### config.mk
export PLATFORM = sky130hd
export DESIGN_NAME = hex_image_line_parser
export DESIGN_NICKNAME = d
export VERILOG_FILES = /design/src/sv/hilp_pkg.sv /design/src/sv/hilp_front.sv /design/src/sv/hilp_queue.sv /design/src/sv/hilp_back.sv /design/src/sv/hex_image_line_parser.sv
export SDC_FILE = /design/constraint.sdc
export NUM_CORES = 1
export LEC_CHECK = 0
export ABC_AREA = 0
export ABC_CLOCK_PERIOD_IN_PS = 5600
export BUFFER_PORTS_ARGS = -buffer_cell sky130_fd_sc_hd__buf_2
export CORE_ASPECT_RATIO = 0.8
export CORE_MARGIN = 2
export CORE_UTILIZATION = 25
export DETAILED_ROUTE_END_ITERATION = 8
export GPL_TIMING_DRIVEN = 0
export SYNTH_ARGS = -nofsm -noshare
export SYNTH_HDL_FRONTEND = slang
export SYNTH_SLANG_ARGS = --single-unit
### constraint.sdc
create_clock -name clk -period 5.6 [get_ports clk]
set_input_delay 0.56 -clock clk [delete_from_list [all_inputs] [get_ports clk]]
set_output_delay 0.56 -clock clk [all_outputs]
set_load 0.01 [all_outputs]
### src/sv/hilp_pkg.sv
// hilp_pkg: types, codes and constants shared by the hex image line parser.
// No dependencies; every other file of the parser refers to it by scoped names.
`default_nettype none

package hilp_pkg;

    localparam int ADDR_W      = 17;
    localparam int BYTE_W      = 8;
    localparam int CHAR_W      = 8;
    localparam int OFFSET_W    = 16;
    localparam int CFG_INDEX_W = 1;
    localparam int CFG_DATA_W  = 17;
    localparam int QUEUE_DEPTH = 4;

    localparam logic [ADDR_W-1:0]   RAM_TOP_RESET  = 17'h0E000;
    localparam logic [OFFSET_W-1:0] ROM_BASE_RESET = 16'hF000;

    localparam logic [CFG_INDEX_W-1:0] CFG_RAM_TOP  = 1'b0;
    localparam logic [CFG_INDEX_W-1:0] CFG_ROM_BASE = 1'b1;

    localparam logic [CHAR_W-1:0] CH_TAB   = 8'h09;
    localparam logic [CHAR_W-1:0] CH_LF    = 8'h0A;
    localparam logic [CHAR_W-1:0] CH_CR    = 8'h0D;
    localparam logic [CHAR_W-1:0] CH_SPACE = 8'h20;
    localparam logic [CHAR_W-1:0] CH_COLON = 8'h3A;
    localparam logic [CHAR_W-1:0] CH_COMMA = 8'h2C;

    typedef enum logic [1:0] {
        KIND_RAM = 2'd0,
        KIND_ROM = 2'd1,
        KIND_ERR = 2'd2
    } kind_t;

    typedef enum logic [2:0] {
        PH_ADDR0   = 3'd0,
        PH_ADDR1   = 3'd1,
        PH_ADDR2   = 3'd2,
        PH_ADDR3   = 3'd3,
        PH_COLON   = 3'd4,
        PH_DATA_HI = 3'd5,
        PH_DATA_LO = 3'd6,
        PH_SEP     = 3'd7
    } phase_t;

    // one queued action: a data byte at a load address, or a missing-colon error
    typedef struct packed {
        logic              is_err;
        logic [ADDR_W-1:0] addr;
        logic [BYTE_W-1:0] data;
    } entry_t;

    typedef struct packed {
        logic [ADDR_W-1:0]   ram_top;
        logic [OFFSET_W-1:0] rom_base;
    } cfg_t;

    function automatic logic [3:0] hex_digit(input logic [CHAR_W-1:0] ch);
        logic [3:0] d;
        d = 4'd0;
        if (ch inside {[8'h30:8'h39]})
        begin
            d = ch[3:0];
        end
        else if (ch inside {[8'h41:8'h46], [8'h61:8'h66]})
        begin
            d = ch[3:0] + 4'd9;
        end
        return d;
    endfunction

endpackage

`default_nettype wire

### src/sv/hilp_front.sv
// hilp_front: character parser; tracks line phase and load address and
// pushes data bytes and errors into the queue. Depends on hilp_pkg.
`default_nettype none

module hilp_front (
    input  wire logic                            clk,
    input  wire logic                            rst_n,
    input  wire logic                            accept,
    input  wire logic [hilp_pkg::CHAR_W-1:0]     char_code,
    output logic                                 push,
    output hilp_pkg::entry_t                     push_entry
);

    hilp_pkg::phase_t                   phase_reg, phase_next;
    logic [hilp_pkg::ADDR_W-1:0]        addr_reg, addr_next;
    logic [hilp_pkg::BYTE_W-1:0]        accum_reg, accum_next;
    logic                               aborted_reg, aborted_next;
    logic [3:0]                         digit;

    always_ff @(posedge clk or negedge rst_n)
    begin
        if (!rst_n)
        begin
            phase_reg   <= hilp_pkg::PH_ADDR0;
            addr_reg    <= '0;
            accum_reg   <= '0;
            aborted_reg <= 1'b0;
        end
        else
        begin
            phase_reg   <= phase_next;
            addr_reg    <= addr_next;
            accum_reg   <= accum_next;
            aborted_reg <= aborted_next;
        end
    end

    always_comb
    begin
        digit        = hilp_pkg::hex_digit(char_code);
        phase_next   = phase_reg;
        addr_next    = addr_reg;
        accum_next   = accum_reg;
        aborted_next = aborted_reg;
        push         = 1'b0;
        push_entry   = '{is_err: 1'b0, addr: addr_reg, data: accum_reg};

        if (accept && !aborted_reg)
        begin
            if (char_code == hilp_pkg::CH_TAB || char_code == hilp_pkg::CH_CR ||
                char_code == hilp_pkg::CH_SPACE)
            begin
                phase_next = phase_reg;
            end
            else if (char_code == hilp_pkg::CH_LF)
            begin
                phase_next = hilp_pkg::PH_ADDR0;
            end
            else
            begin
                case (phase_reg)
                    hilp_pkg::PH_ADDR0:
                    begin
                        addr_next  = {13'd0, digit};
                        phase_next = hilp_pkg::PH_ADDR1;
                    end
                    hilp_pkg::PH_ADDR1, hilp_pkg::PH_ADDR2, hilp_pkg::PH_ADDR3:
                    begin
                        addr_next  = {1'b0, addr_reg[11:0], digit};
                        phase_next = hilp_pkg::phase_t'(phase_reg + 3'd1);
                    end
                    hilp_pkg::PH_COLON:
                    begin
                        if (char_code != hilp_pkg::CH_COLON)
                        begin
                            aborted_next = 1'b1;
                            push         = 1'b1;
                            push_entry   = '{is_err: 1'b1, addr: '0, data: char_code};
                        end
                        else
                        begin
                            phase_next = hilp_pkg::PH_DATA_HI;
                        end
                    end
                    hilp_pkg::PH_DATA_HI:
                    begin
                        accum_next = {4'd0, digit};
                        phase_next = hilp_pkg::PH_DATA_LO;
                    end
                    hilp_pkg::PH_DATA_LO:
                    begin
                        accum_next = {accum_reg[3:0], digit};
                        phase_next = hilp_pkg::PH_SEP;
                        // address saturates at 0x10000
                        if (!addr_reg[hilp_pkg::ADDR_W-1])
                        begin
                            push       = 1'b1;
                            push_entry = '{is_err: 1'b0, addr: addr_reg,
                                           data: {accum_reg[3:0], digit}};
                            addr_next  = addr_reg + 17'd1;
                        end
                    end
                    default:
                    begin
                        phase_next = (char_code == hilp_pkg::CH_COMMA) ?
                                     hilp_pkg::PH_DATA_HI : hilp_pkg::PH_ADDR0;
                    end
                endcase
            end
        end
    end

endmodule

`default_nettype wire

### src/sv/hilp_queue.sv
// hilp_queue: short register FIFO between parser front and write back end.
// Depends on hilp_pkg for the entry type.
`default_nettype none

module hilp_queue #(
    parameter int DEPTH = hilp_pkg::QUEUE_DEPTH
) (
    input  wire logic              clk,
    input  wire logic              rst_n,
    input  wire logic              push,
    input  wire hilp_pkg::entry_t  push_entry,
    input  wire logic              pop,
    output logic                   full,
    output logic                   not_empty,
    output hilp_pkg::entry_t       head
);

    localparam int PTR_W = (DEPTH > 1) ? $clog2(DEPTH) : 1;
    localparam int CNT_W = $clog2(DEPTH + 1);
    localparam logic [PTR_W-1:0] LAST_PTR = PTR_W'(DEPTH - 1);
    localparam logic [CNT_W-1:0] FULL_CNT = CNT_W'(DEPTH);

    hilp_pkg::entry_t   mem_reg [DEPTH];
    logic [PTR_W-1:0]   wr_ptr_reg, wr_ptr_next;
    logic [PTR_W-1:0]   rd_ptr_reg, rd_ptr_next;
    logic [CNT_W-1:0]   count_reg, count_next;
    logic               do_push, do_pop;

    always_comb
    begin
        full      = (count_reg == FULL_CNT);
        not_empty = (count_reg != '0);
        head      = mem_reg[rd_ptr_reg];
        do_push   = push && !full;
        do_pop    = pop && not_empty;

        wr_ptr_next = wr_ptr_reg;
        rd_ptr_next = rd_ptr_reg;
        count_next  = count_reg;
        if (do_push)
        begin
            wr_ptr_next = (wr_ptr_reg == LAST_PTR) ? '0 : wr_ptr_reg + PTR_W'(1);
        end
        if (do_pop)
        begin
            rd_ptr_next = (rd_ptr_reg == LAST_PTR) ? '0 : rd_ptr_reg + PTR_W'(1);
        end
        if (do_push && !do_pop)
        begin
            count_next = count_reg + CNT_W'(1);
        end
        else if (!do_push && do_pop)
        begin
            count_next = count_reg - CNT_W'(1);
        end
    end

    always_ff @(posedge clk or negedge rst_n)
    begin
        if (!rst_n)
        begin
            wr_ptr_reg <= '0;
            rd_ptr_reg <= '0;
            count_reg  <= '0;
        end
        else
        begin
            wr_ptr_reg <= wr_ptr_next;
            rd_ptr_reg <= rd_ptr_next;
            count_reg  <= count_next;
        end
    end

    always_ff @(posedge clk)
    begin
        if (do_push)
        begin
            mem_reg[wr_ptr_reg] <= push_entry;
        end
    end

endmodule

`default_nettype wire

### src/sv/hilp_back.sv
// hilp_back: maps queued bytes onto RAM or ROM regions, drops gap bytes, passes
// errors on and holds the result in the output register. Depends on hilp_pkg.
`default_nettype none

module hilp_back (
    input  wire logic                               clk,
    input  wire logic                               rst_n,
    input  wire hilp_pkg::cfg_t                     cfg,
    input  wire logic                               q_not_empty,
    input  wire hilp_pkg::entry_t                   q_head,
    output logic                                    q_pop,
    input  wire logic                               out_stall,
    output logic                                    out_valid,
    output logic [1:0]                              kind,
    output logic [hilp_pkg::OFFSET_W-1:0]           target_address,
    output logic [hilp_pkg::BYTE_W-1:0]             byte_value
);

    logic                               valid_reg, valid_next;
    hilp_pkg::kind_t                    kind_reg, kind_next;
    logic [hilp_pkg::OFFSET_W-1:0]      target_reg, target_next;
    logic [hilp_pkg::BYTE_W-1:0]        byte_reg, byte_next;
    logic                               load_ok;
    logic                               emit;
    logic [hilp_pkg::OFFSET_W-1:0]      addr16;

    always_comb
    begin
        addr16      = q_head.addr[hilp_pkg::OFFSET_W-1:0];
        load_ok     = !valid_reg || !out_stall;
        q_pop       = q_not_empty && load_ok;
        emit        = 1'b0;
        kind_next   = kind_reg;
        target_next = target_reg;
        byte_next   = byte_reg;

        if (q_head.is_err)
        begin
            emit        = 1'b1;
            kind_next   = hilp_pkg::KIND_ERR;
            target_next = '0;
            byte_next   = q_head.data;
        end
        else if (!q_head.addr[hilp_pkg::ADDR_W-1])
        begin
            if (q_head.addr < cfg.ram_top)
            begin
                emit        = 1'b1;
                kind_next   = hilp_pkg::KIND_RAM;
                target_next = addr16;
                byte_next   = q_head.data;
            end
            else if (addr16 >= cfg.rom_base)
            begin
                emit        = 1'b1;
                kind_next   = hilp_pkg::KIND_ROM;
                target_next = addr16 - cfg.rom_base;
                byte_next   = q_head.data;
            end
        end

        valid_next = load_ok ? (q_pop && emit) : valid_reg;
    end

    always_ff @(posedge clk or negedge rst_n)
    begin
        if (!rst_n)
        begin
            valid_reg <= 1'b0;
        end
        else
        begin
            valid_reg <= valid_next;
        end
    end

    always_ff @(posedge clk)
    begin
        if (q_pop && emit)
        begin
            kind_reg   <= kind_next;
            target_reg <= target_next;
            byte_reg   <= byte_next;
        end
    end

    assign out_valid      = valid_reg;
    assign kind           = kind_reg;
    assign target_address = target_reg;
    assign byte_value     = byte_reg;

endmodule

`default_nettype wire

### src/sv/hex_image_line_parser.sv
// hex_image_line_parser: top level; configuration registers, parser front,
// queue and write back end. Depends on hilp_pkg, hilp_front, hilp_queue, hilp_back.
//
//  channel  | direction | handshake             | payload
//  ---------+-----------+-----------------------+-------------------------------------
//  input    | in        | in_valid / in_stall   | char_code
//  output   | out       | out_valid / out_stall | kind, target_address, byte_value
//  config   | in        | cfg_we                | cfg_index, cfg_data
//
// One character per cycle while in_stall is low; the parser front updates its phase
// in the cycle of the transfer. Results go through the queue and the output register.
// in_stall rises only while the QUEUE_DEPTH-entry queue is full.
// Reset clears phase, load address, abort flag, queue and output valid; config to defaults.
// Output stalls fill the queue and then stall the input.
`default_nettype none

module hex_image_line_parser #(
    parameter int QUEUE_DEPTH = hilp_pkg::QUEUE_DEPTH
) (
    input  wire logic                              clk,
    input  wire logic                              rst_n,
    input  wire logic                              in_valid,
    output logic                                   in_stall,
    input  wire logic [hilp_pkg::CHAR_W-1:0]       char_code,
    output logic                                   out_valid,
    input  wire logic                              out_stall,
    output logic [1:0]                             kind,
    output logic [hilp_pkg::OFFSET_W-1:0]          target_address,
    output logic [hilp_pkg::BYTE_W-1:0]            byte_value,
    input  wire logic                              cfg_we,
    input  wire logic [hilp_pkg::CFG_INDEX_W-1:0]  cfg_index,
    input  wire logic [hilp_pkg::CFG_DATA_W-1:0]   cfg_data
);

    hilp_pkg::cfg_t     cfg_reg, cfg_next;
    logic               q_full;
    logic               q_not_empty;
    logic               q_pop;
    logic               push;
    hilp_pkg::entry_t   push_entry;
    hilp_pkg::entry_t   q_head;
    logic               accept;

    always_comb
    begin
        cfg_next = cfg_reg;
        if (cfg_we)
        begin
            case (cfg_index)
                hilp_pkg::CFG_RAM_TOP:  cfg_next.ram_top  = cfg_data;
                hilp_pkg::CFG_ROM_BASE: cfg_next.rom_base = cfg_data[hilp_pkg::OFFSET_W-1:0];
                default:                cfg_next = cfg_reg;
            endcase
        end
    end

    always_ff @(posedge clk or negedge rst_n)
    begin
        if (!rst_n)
        begin
            cfg_reg.ram_top  <= hilp_pkg::RAM_TOP_RESET;
            cfg_reg.rom_base <= hilp_pkg::ROM_BASE_RESET;
        end
        else
        begin
            cfg_reg <= cfg_next;
        end
    end

    assign in_stall = q_full;
    assign accept   = in_valid && !q_full;

    hilp_front u_front (
        .clk        (clk),
        .rst_n      (rst_n),
        .accept     (accept),
        .char_code  (char_code),
        .push       (push),
        .push_entry (push_entry)
    );

    hilp_queue #(
        .DEPTH (QUEUE_DEPTH)
    ) u_queue (
        .clk        (clk),
        .rst_n      (rst_n),
        .push       (push),
        .push_entry (push_entry),
        .pop        (q_pop),
        .full       (q_full),
        .not_empty  (q_not_empty),
        .head       (q_head)
    );

    hilp_back u_back (
        .clk            (clk),
        .rst_n          (rst_n),
        .cfg            (cfg_reg),
        .q_not_empty    (q_not_empty),
        .q_head         (q_head),
        .q_pop          (q_pop),
        .out_stall      (out_stall),
        .out_valid      (out_valid),
        .kind           (kind),
        .target_address (target_address),
        .byte_value     (byte_value)
    );

endmodule

`default_nettype wire

; After elaboration in Yosys (flattened, before gate mapping)
; Memory sizes are Yosys's and may differ from the RTL's.
; Cells that the tools add are included.
[word_totals]
register_bits = 96
ram_bits = 104
word_cells = 129
mem_count = 1
[classes]
add_sub_neg = 8
magnitude_cmp = 8
eq_ne = 18
n_mux = 41
bitwise_logic = 3
n_reduce_logical = 36
[memory_table]
columns = memory, words, width, read_ports, rd_clocked_by_memory_dff, wr, line_no
row1 = u_queue.mem_reg, 4, 26, 1, 0, 1, hilp_queue.sv:23  ; hilp_pkg::entry_t mem_reg [DEPTH];
[op_table]
columns = operator, n
row1 = $mux 26, 4
row2 = $pmux 26 s2, 1
row3 = $pmux 17 s3, 1
row4 = $mux 16, 3
row5 = $mux 8, 4
row6 = $mux 25, 1
row7 = $eq 8x4->1 const B, 3
row8 = $add 17x1->17 const B, 1
row9 = $lt 17x17->1, 1
row10 = $mux 17, 1
row11 = $eq 8x6->1 const B, 2
row12 = $ge 16x16->1, 1
row13 = $ge 8x7->1 const B, 2
row14 = $le 8x7->1 const B, 2
row15 = $pmux 8 s2, 1
row16 = $sub 16x16->16, 1
row17 = $mux 3, 5
row18 = $pmux 3 s5, 1
row19 = $eq 3x3->1 const B, 4
row20 = $logic_and 1x1->1, 11
row21 = $mux 1, 11
row22 = $mux 2, 5
row23 = $reduce_and 5->1, 2
row24 = $reduce_bool 3->1, 3
row25 = other kinds (23), 43

; Depth between registers and ports, before layout
; Gate-level depths: netlist of run 1.
[depth]
word_depth = 11
depth_mapped = 12

; By module
; A second synthesis of run 1 with hierarchy kept.
[hier_totals]
cells_unflattened = 803
area_unflattened_um2 = 10472.5
[modules_own_cells]
columns = module, n_inst, cells_each, area_each_um2
row1 = hilp_queue, 1, 173, 4264.1
row2 = hilp_front, 1, 305, 2536.2
row3 = hilp_back, 1, 253, 2368.5
row4 = hex_image_line_parser, 1, 72, 1303.8

; Worst setup path before layout of run 1
; OpenSTA, ideal clock, no wires.
[synth_path]
path_kind = register to register
from = reg u_queue.rd_ptr_reg[0]
to = reg u_back.byte_reg (netlist bit u_back.byte_value[0]) (enable)
setup_ns = 0.442
t_arrival_ns = 4.878
t_required_ns = 5.158
path_slack_ns = 0.280
path_stages_with_launch = 11
n_path_buf = 3
cell_sequence = dfrtp_1 buf_6 buf_1 mux4_2 ha_1 clkbuf_1 a21oi_1 a311oi_1 a21oi_1 o2111a_1 nor3_1
[synth_between]
elab_chain_len = 8
[synth_rtl]
columns = item, line_no
row1 = "start, declared", hilp_queue.sv:25  ; logic [PTR_W-1:0] rd_ptr_reg, rd_ptr_next;
row2 = "start signal, assigned", hilp_queue.sv:69  ; rd_ptr_reg <= rd_ptr_next;
row3 = $mem_v2 4x26 *, n/a
row4 = $ge 16x16->1, hilp_back.sv:53  ; else if (addr16 >= cfg.rom_base)
row5 = $mux 1, hilp_back.sv:53
row6 = $mux 1, hilp_back.sv:46  ; if (q_head.addr < cfg.ram_top)
row7 = $mux 1, hilp_back.sv:44  ; else if (!q_head.addr[hilp_pkg::ADDR_W-1])
row8 = $mux 1, hilp_back.sv:37  ; if (q_head.is_err)
row9 = $logic_and 1x1->1, hilp_back.sv:79  ; if (q_pop && emit)
row10 = $reduce_and 3->1 (no line) *, n/a
row11 = "end signal, assigned", hilp_back.sv:83  ; byte_reg <= byte_next;
row12 = "end, declared", hilp_back.sv:22  ; logic [hilp_pkg::BYTE_W-1:0] byte_reg, byte_next;
; Every way passes the cells marked *; elsewhere a longest branch is shown, timed or not.
; A chain may end at the register's enable or synchronous reset.

; Worst setup path after layout of run 1
[layout_path]
from = reg u_queue.rd_ptr_reg[0]
to = reg u_back.target_reg (netlist bit u_back.target_address[7]) (enable)
[layout_between]
elab_chain_len = 8
[layout_rtl]
columns = item, line_no
row1 = $mem_v2 4x26 *, n/a
row2 = $ge 16x16->1, hilp_back.sv:53
row3 = $mux 1, hilp_back.sv:53
row4 = $mux 1, hilp_back.sv:46
row5 = $mux 1, hilp_back.sv:44
row6 = $mux 1, hilp_back.sv:37
row7 = $logic_and 1x1->1, hilp_back.sv:79
row8 = $reduce_and 3->1 (no line) *, n/a
row9 = "end signal, assigned", hilp_back.sv:82  ; target_reg <= target_next;
row10 = "end, declared", hilp_back.sv:21  ; logic [hilp_pkg::OFFSET_W-1:0] target_reg, target_next;
; Marks and branches as above.

==> impl_metrics.csv, run 1 <==
group,metric,value,unit
clock_network,clock_latency,0.45,ns
power_and_ir_drop,total_power,0.00583,W
clock_network,cts_max_level,4,
global_routing,grt_max_degree,59,
timing,worst_pin_slew,1.37,ns
final_layout,fill_cells,4031,
clock_network,cts_buffer_depth,2,
power_and_ir_drop,ir_drop,0.258,mV
logic_synthesis,synthFlopType,"edfxtp_1",
floorplan,num_io_pins,59,
logic_synthesis,async_reset_ff_share,35.0,%
power_and_ir_drop,p_int,0.00358,W
logic_synthesis,ys_top_cells_by_area,"edfxtp_1, dfrtp_1, ha_1",
timing,drv_slew,0,
place,dp_slack,0.732,ns
global_routing,antenna_found_initial,0,
timing,fmax,204,MHz
place,placed_area,0.0110,mm2
clock_network,cts_tree,"done",
final_layout,area_growth,16.4,%
floorplan,die_y,183,um
logic_synthesis,ys.warnings.count,0,
drt,ant_nets,0,
power_and_ir_drop,p_leak,4.39,nW
critical_path,crit_type,"reg2reg",
timing,clock_skew,0.0134,ns
drt,wl,23800,um
place,gp_congestion,0.873,
floorplan,dieArea,0.0416,mm2
critical_path,cp-end-kind,"register",
power_and_ir_drop,swShare,38.6,%
clock_network,cts.clk_slew.worst_paths,0.08,ns
logic_synthesis,synth.distinct_cells,73,
drt,drt_iter0_drc,577,
timing,fin_crit,4.90,ns
logic_synthesis,synth.largest_area_cell,"edfxtp_1",
logic_synthesis,syn_area,0.00999,mm2
hold_path,hold_class,"in2reg",
critical_path,crit_arrival,5.05,ns
critical_path,worstPathMaxFanout,14,
power_and_ir_drop,comb_power_share,41.5,%
logic_synthesis,yosysTopAreaCellShare,39.1,%
job,max_cap_viol_count,0,
logic_synthesis,synth_enable_flop_cells,130,
global_routing,grt_use_total,11.7,%
final_layout,largest_register_ffs,104,
final_layout,drive_gt1_share,17.6,%
power_and_ir_drop,p_clk_share,21.8,%
outcome,outcome,"finished clean",
place,numPortBuffers,57,
final_layout,regArea,0.00566,mm2
timing,rsz0062_at_grt,"false",
logic_synthesis,syn_nets,888,
final_layout,fin_area,0.0116,mm2
drt,drt_pass1_iterations,5,
critical_path,startpoint_type,"register",
floorplan,die_w,227,um
timing,whs,0.341,ns
logic_synthesis,syn_inst,807,
timing,max-slew-margin-rel,8.94,%
global_routing,grt_overflow,0,
floorplan,core_area,0.0394,mm2
timing,timing.final.crit_share,87.4,%
power_and_ir_drop,p_per_area,501,mW/mm2
timing,worst_slack,0.705,ns
drt,drc,0,
power_and_ir_drop,p_seq_share,36.7,%
global_routing,grt_pass1_vias,6541,
final_layout,multiInputGateArea,0.00396,mm2
timing,hold_viol,0,
timing,setup_viol,0,
logic_synthesis,synthMostInstantiatedCell,"edfxtp_1",
final_layout,fin_nets,968,
clock_network,post_cts_buffers,0,
logic_synthesis,seq_area_frac_synth,56.7,%
power_and_ir_drop,switching_power,0.00225,W
logic_synthesis,synth.top_cells.by_count,"edfxtp_1, dfrtp_1, nand2_1",
clock_network,cts_hold_buf,1,
floorplan,num_rows,65,
logic_synthesis,postSynthAreaPerCell,12.4,um2
drt,wl_per_cell,16.6,um
final_layout,num_antenna_cells,0,
critical_path,crit_required,5.75,ns
logic_synthesis,ys_ff_latch,200,
drt,vias_per_cell,4.76,
clock_network,cts_root_buf,"clkbuf_16",
floorplan,start_util,25.3,%
drt,vias,6835,
clock_network,cts_buffers,17,
final_layout,fin_util,29.5,%
global_routing,grt_pass1_wl,37200,um
place,hpwl,17100,um
clock_network,ctsResizeCount,0,
clock_network,cts_sinks,200,
power groups by stage:
stage / clock (W) / sequential [W] / combinational [W]
after floorplan: 0 / 0.00219 / 0.00164
after global placement: 0 / 0.00218 / 0.00235
after detailed placement: 0 / 0.00218 / 0.00241
after CTS: 0.00129 / 0.00215 / 0.00242
after global routing: 0.00134 / 0.00218 / 0.00269
final: 0.00127 / 0.00214 / 0.00242
worst paths after layout:
path	slack, ns	startpoint	depth (start not counted)	end
min reg2reg	0.48	u_front.aborted_reg	1	u_front.aborted_reg
max reg2reg	0.70	u_queue.rd_ptr_reg[0]	11	u_back.target_address[7]
min in group asynchronous	0.51	rst_n	2	u_front.phase_reg[1]
min	0.34	cfg_data[16]	3	cfg_reg[32]
max in group asynchronous	4.44	rst_n	3	cfg_reg[15]
max	0.70	u_queue.rd_ptr_reg[0]	11	u_back.target_address[7]
cells in the final DEF (no fill, tap or decap), drive strengths merged, types with 7 or more instances in the layout:
master / instances
mux4: 26
nand3: 17
a32oi: 8
nor3: 17
ha: 48
nand4: 9
xnor2: 7
nor2: 48
dfrtp: 63
inv: 66
o21ai: 59
nor4: 7
a21o: 9
clkbuf: 40
a21oi: 39
clkinv: 7
buf: 70
mux2: 19
o2bb2ai: 7
o22ai: 10
edfxtp: 130
nor2b: 16
nand2: 61
dfstp: 7
worst max-delay path, cell delays in order, from the launching register on:
cell and delay (ns):
dfrtp_1 0.37, buf_6 0.18, buf_1 0.70, mux4_2 0.68, ha_1 0.30, clkbuf_1 0.26, a21oi_1 0.17, a311oi_1 0.66
a21oi_1 0.16, o2111a_1 0.33, nor3_2 0.51, buf_6 0.25
layer usage:
layer  up-vias  global-route usage, %  share of wire, %
li1       3200                      -                 -
met1      3399                   17.4                49
met2       213                   17.2                43
met5         -                      0                 0
met3        23                   2.45               6.2
met4         0                   3.24               1.5
metrics by stage:
stage | cells | TNS (ns)
final | 1436 | 0
after global routing | 1436 | 0
after CTS | 1436 | 0
after detailed placement | 1403 | 0
after global placement | 1400 | -44.93
after floorplan | 807 | 0
kinds of logic (layout without fill, tap and decap cells):
| family | count (synthesis) | in the layout | synth area share (%) |
|---|---|---|---|
| buf+inv | 92 | 185 | 3.73 |
| compound gates | 193 | 193 | 13.0 |
| fa+ha+maj | 50 | 50 | 6.41 |
| mux | 51 | 51 | 8.79 |
| simple gates | 210 | 210 | 10.4 |
| xor+xnor | 11 | 11 | 0.965 |
| flops | 200 | 200 | 56.7 |
area by class of cell:
cell class	instances	area share, %
Sequential cell	200	48.7
Buffer	32	1.27
Multi-Input combinational cell	515	34.1
Clock inverter	14	1.54
Timing Repair Buffer	61	2.99
Tap cell	536	5.77
Inverter	60	1.94
Clock buffer	18	3.69
Note: power is estimated with default switching activity, not from simulation.
==> run 2: changes to the inputs <==
Settings changed: RECOVER_POWER set to 50.
==> run 2 against run 1 <==
Net effect:
- the flow now finishes with violations (max-capacitance violations, max-slew violations)
- worst hold slack hardly changed
- clock power about the same
- total power decreased by 0.49%
- flip-flop and latch count unchanged
- count of clock-buffer cells in the layout did not move
- highest routed layer unchanged
- largest cell class unchanged
- critical endpoint unchanged
- largest power group unchanged
- worst setup slack better by 0.013 ns
- fmax rose by 0.27%
- critical path depth unchanged
==> impl_metrics.csv, run 2 (synthesis gave the netlist of run 1 again) <==
group,metric,value,unit
outcome,outcome,"complete, but fails checks",
outcome,violations,"max-capacitance violations, max-slew violations",
critical_path,crit_type,"reg2reg",
power_and_ir_drop,ir_drop,0.258,mV
clock_network,cts_max_level,4,
drt,drc,0,
place,dp_slack,0.732,ns
timing,fin_crit,4.88,ns
final_layout,drive_gt1_share,13.7,%
timing,max-slew-margin-rel,-128,%
drt,wl_per_cell,16.6,um
critical_path,crit_arrival,5.03,ns
critical_path,worstPathMaxFanout,14,
floorplan,num_rows,65,
global_routing,grt_overflow,0,
global_routing,grt_max_degree,59,
place,gp_congestion,0.873,
critical_path,startpoint_type,"register",
drt,drt_pass1_iterations,5,
global_routing,grtUsageMet2,17.2,%
global_routing,grt_use_total,11.7,%
final_layout,largest_register_ffs,104,
drt,vias_per_cell,4.75,
clock_network,cts_root_buf,"clkbuf_16",
final_layout,final-instance-count-excl-fill,1436,
clock_network,ctsResizeCount,0,
place,dp_cells,1403,
timing,setup_viol,0,
power_and_ir_drop,total_power,0.00580,W
global_routing,grt_pass1_vias,6541,
global_routing,grtUsageMet3,2.45,%
power_and_ir_drop,p_leak,4.28,nW
global_routing,grt_use_met1,17.4,%
timing,hold_viol,0,
timing,rsz0062_at_grt,"false",
global_routing,antenna_found_initial,0,
final_layout,fill_cells,4057,
final_layout,layout_common_cells,"edfxtp_1, dfrtp_1, nand2_1, inv_1",
timing,worst_slack,0.718,ns
final_layout,num_antenna_cells,0,
global_routing,grt_pass1_wl,37200,um
power_and_ir_drop,p_per_area,502,mW/mm2
timing,timing.final.crit_share,87.2,%
final_layout,fin_nets,968,
global_routing,busiest_layer,"met1",
timing,fmax,205,MHz
critical_path,crit_required,5.75,ns
floorplan,die_y,183,um
clock_network,cts_buffers,17,
drt,drt_iter0_drc,567,
floorplan,dieArea,0.0416,mm2
drt,wl,23900,um
final_layout,layout_commonest_cell,"edfxtp_1",
drt,vias,6822,
clock_network,cts_sinks,200,
clock_network,clock_latency,0.45,ns
hold_path,hold_class,"in2reg",
clock_network,cts.clk_slew.worst_paths,0.08,ns
critical_path,cp-end-kind,"register",
floorplan,num_io_pins,59,
floorplan,start_util,25.3,%
floorplan,die_w,227,um
timing,worst_pin_slew,3.42,ns
place,numPortBuffers,57,
final_layout,area_growth,15.6,%
timing,clock_skew,0.0134,ns
clock_network,cts_buffer_depth,2,
timing,drv_slew,69,
clock_network,cts_tree,"done",
drt,ant_nets,0,
floorplan,core_area,0.0394,mm2
place,hpwl,17100,um
job,max_cap_viol_count,2,
==> run 2: cell types whose count changed in the layout (fill, tap and decap cells not counted) <==
cell,before,now
clkbuf_1,23,58
buf_16,1,0
o311ai_2,1,0
o311ai_0,0,1
buf_4,1,0
buf_2,60,28
buf_1,3,2
==> run 2: per-layer routing <==
metal / vias up / part of all wire [%] / wire length, um
met5: - / 0 / 0
met4: 0 / 1.5 / 352
met3: 23 / 5.8 / 1390
met2: 210 / 43 / 10200
met1: 3384 / 50 / 11900
li1: 3205 / - / -
==> run 2: worst max-delay path: stages (launching register included) <==
cell and delay [ns]:
dfrtp_1 0.37, buf_6 0.18, clkbuf_1 0.69, mux4_2 0.68, ha_1 0.30, clkbuf_1 0.26, a21oi_1 0.17, a311oi_1 0.66
a21oi_1 0.16, o2111a_1 0.33, nor3_2 0.51, buf_6 0.25
==> run 2: path summary, 6_finish.rpt <==
kind                            slack (ns)                  start  depth (start not counted)                  endpoint
min in group asynchronous             0.72                  rst_n                          2      u_front.phase_reg[1]
worst max-delay path                  0.72  u_queue.rd_ptr_reg[0]                         11  u_back.target_address[7]
worst max register to register        0.72  u_queue.rd_ptr_reg[0]                         11  u_back.target_address[7]
max in group asynchronous             1.13                  rst_n                          3               cfg_reg[16]
worst min-delay path                  0.34           cfg_data[16]                          3               cfg_reg[32]
worst min register to register        0.47    u_front.aborted_reg                          1       u_front.aborted_reg
==> run 2: repair_timing <==
| item | 4_1_cts | 5_1_grt |
|---|---|---|
| endpoints found under the setup margin | 0 | 0 |
| hold endpoints to repair | 12 | 0 |
| hold buffers | 1 | 0 |
| buffers inserted | 0 | 0 |
==> run 2: final cells by class <==
| cell class | instances | area [um2] | area share [%] |
|---|---|---|---|
| well taps | 536 | 671 | 5.81 |
| clock inverters | 14 | 179 | 1.55 |
| clock buffers | 18 | 429 | 3.72 |
| repair buffers | 61 | 284 | 2.46 |
| plain buffers | 32 | 144 | 1.25 |
| flip-flops and latches | 200 | 5660 | 49.0 |
| inverters | 60 | 225 | 1.95 |
| multi-input cells | 515 | 3950 | 34.2 |
==> run 2: report_power, final <==
group | switching (W) | total (W) | internal (W)
combinational | 0.00146 | 0.00238 | 0.000921
sequential | 0.000162 | 0.00214 | 0.00198
clock | 0.000625 | 0.00127 | 0.000644
total | 0.00225 | 0.00580 | 0.00355
==> run 2: per-stage QoR <==
stage,TNS [ns],cell area (um2),utilization (%),hold WS [ns]
2_1_floorplan,0,9990,-,0.264
3_3_place_gp,-44.93,10900,27.7,0.453
3_5_place_dp,0,11000,27.9,0.440
4_1_cts,0,11600,29.5,0.322
5_1_grt,0,11500,29.3,0.341
6_report,0,11500,29.3,0.341
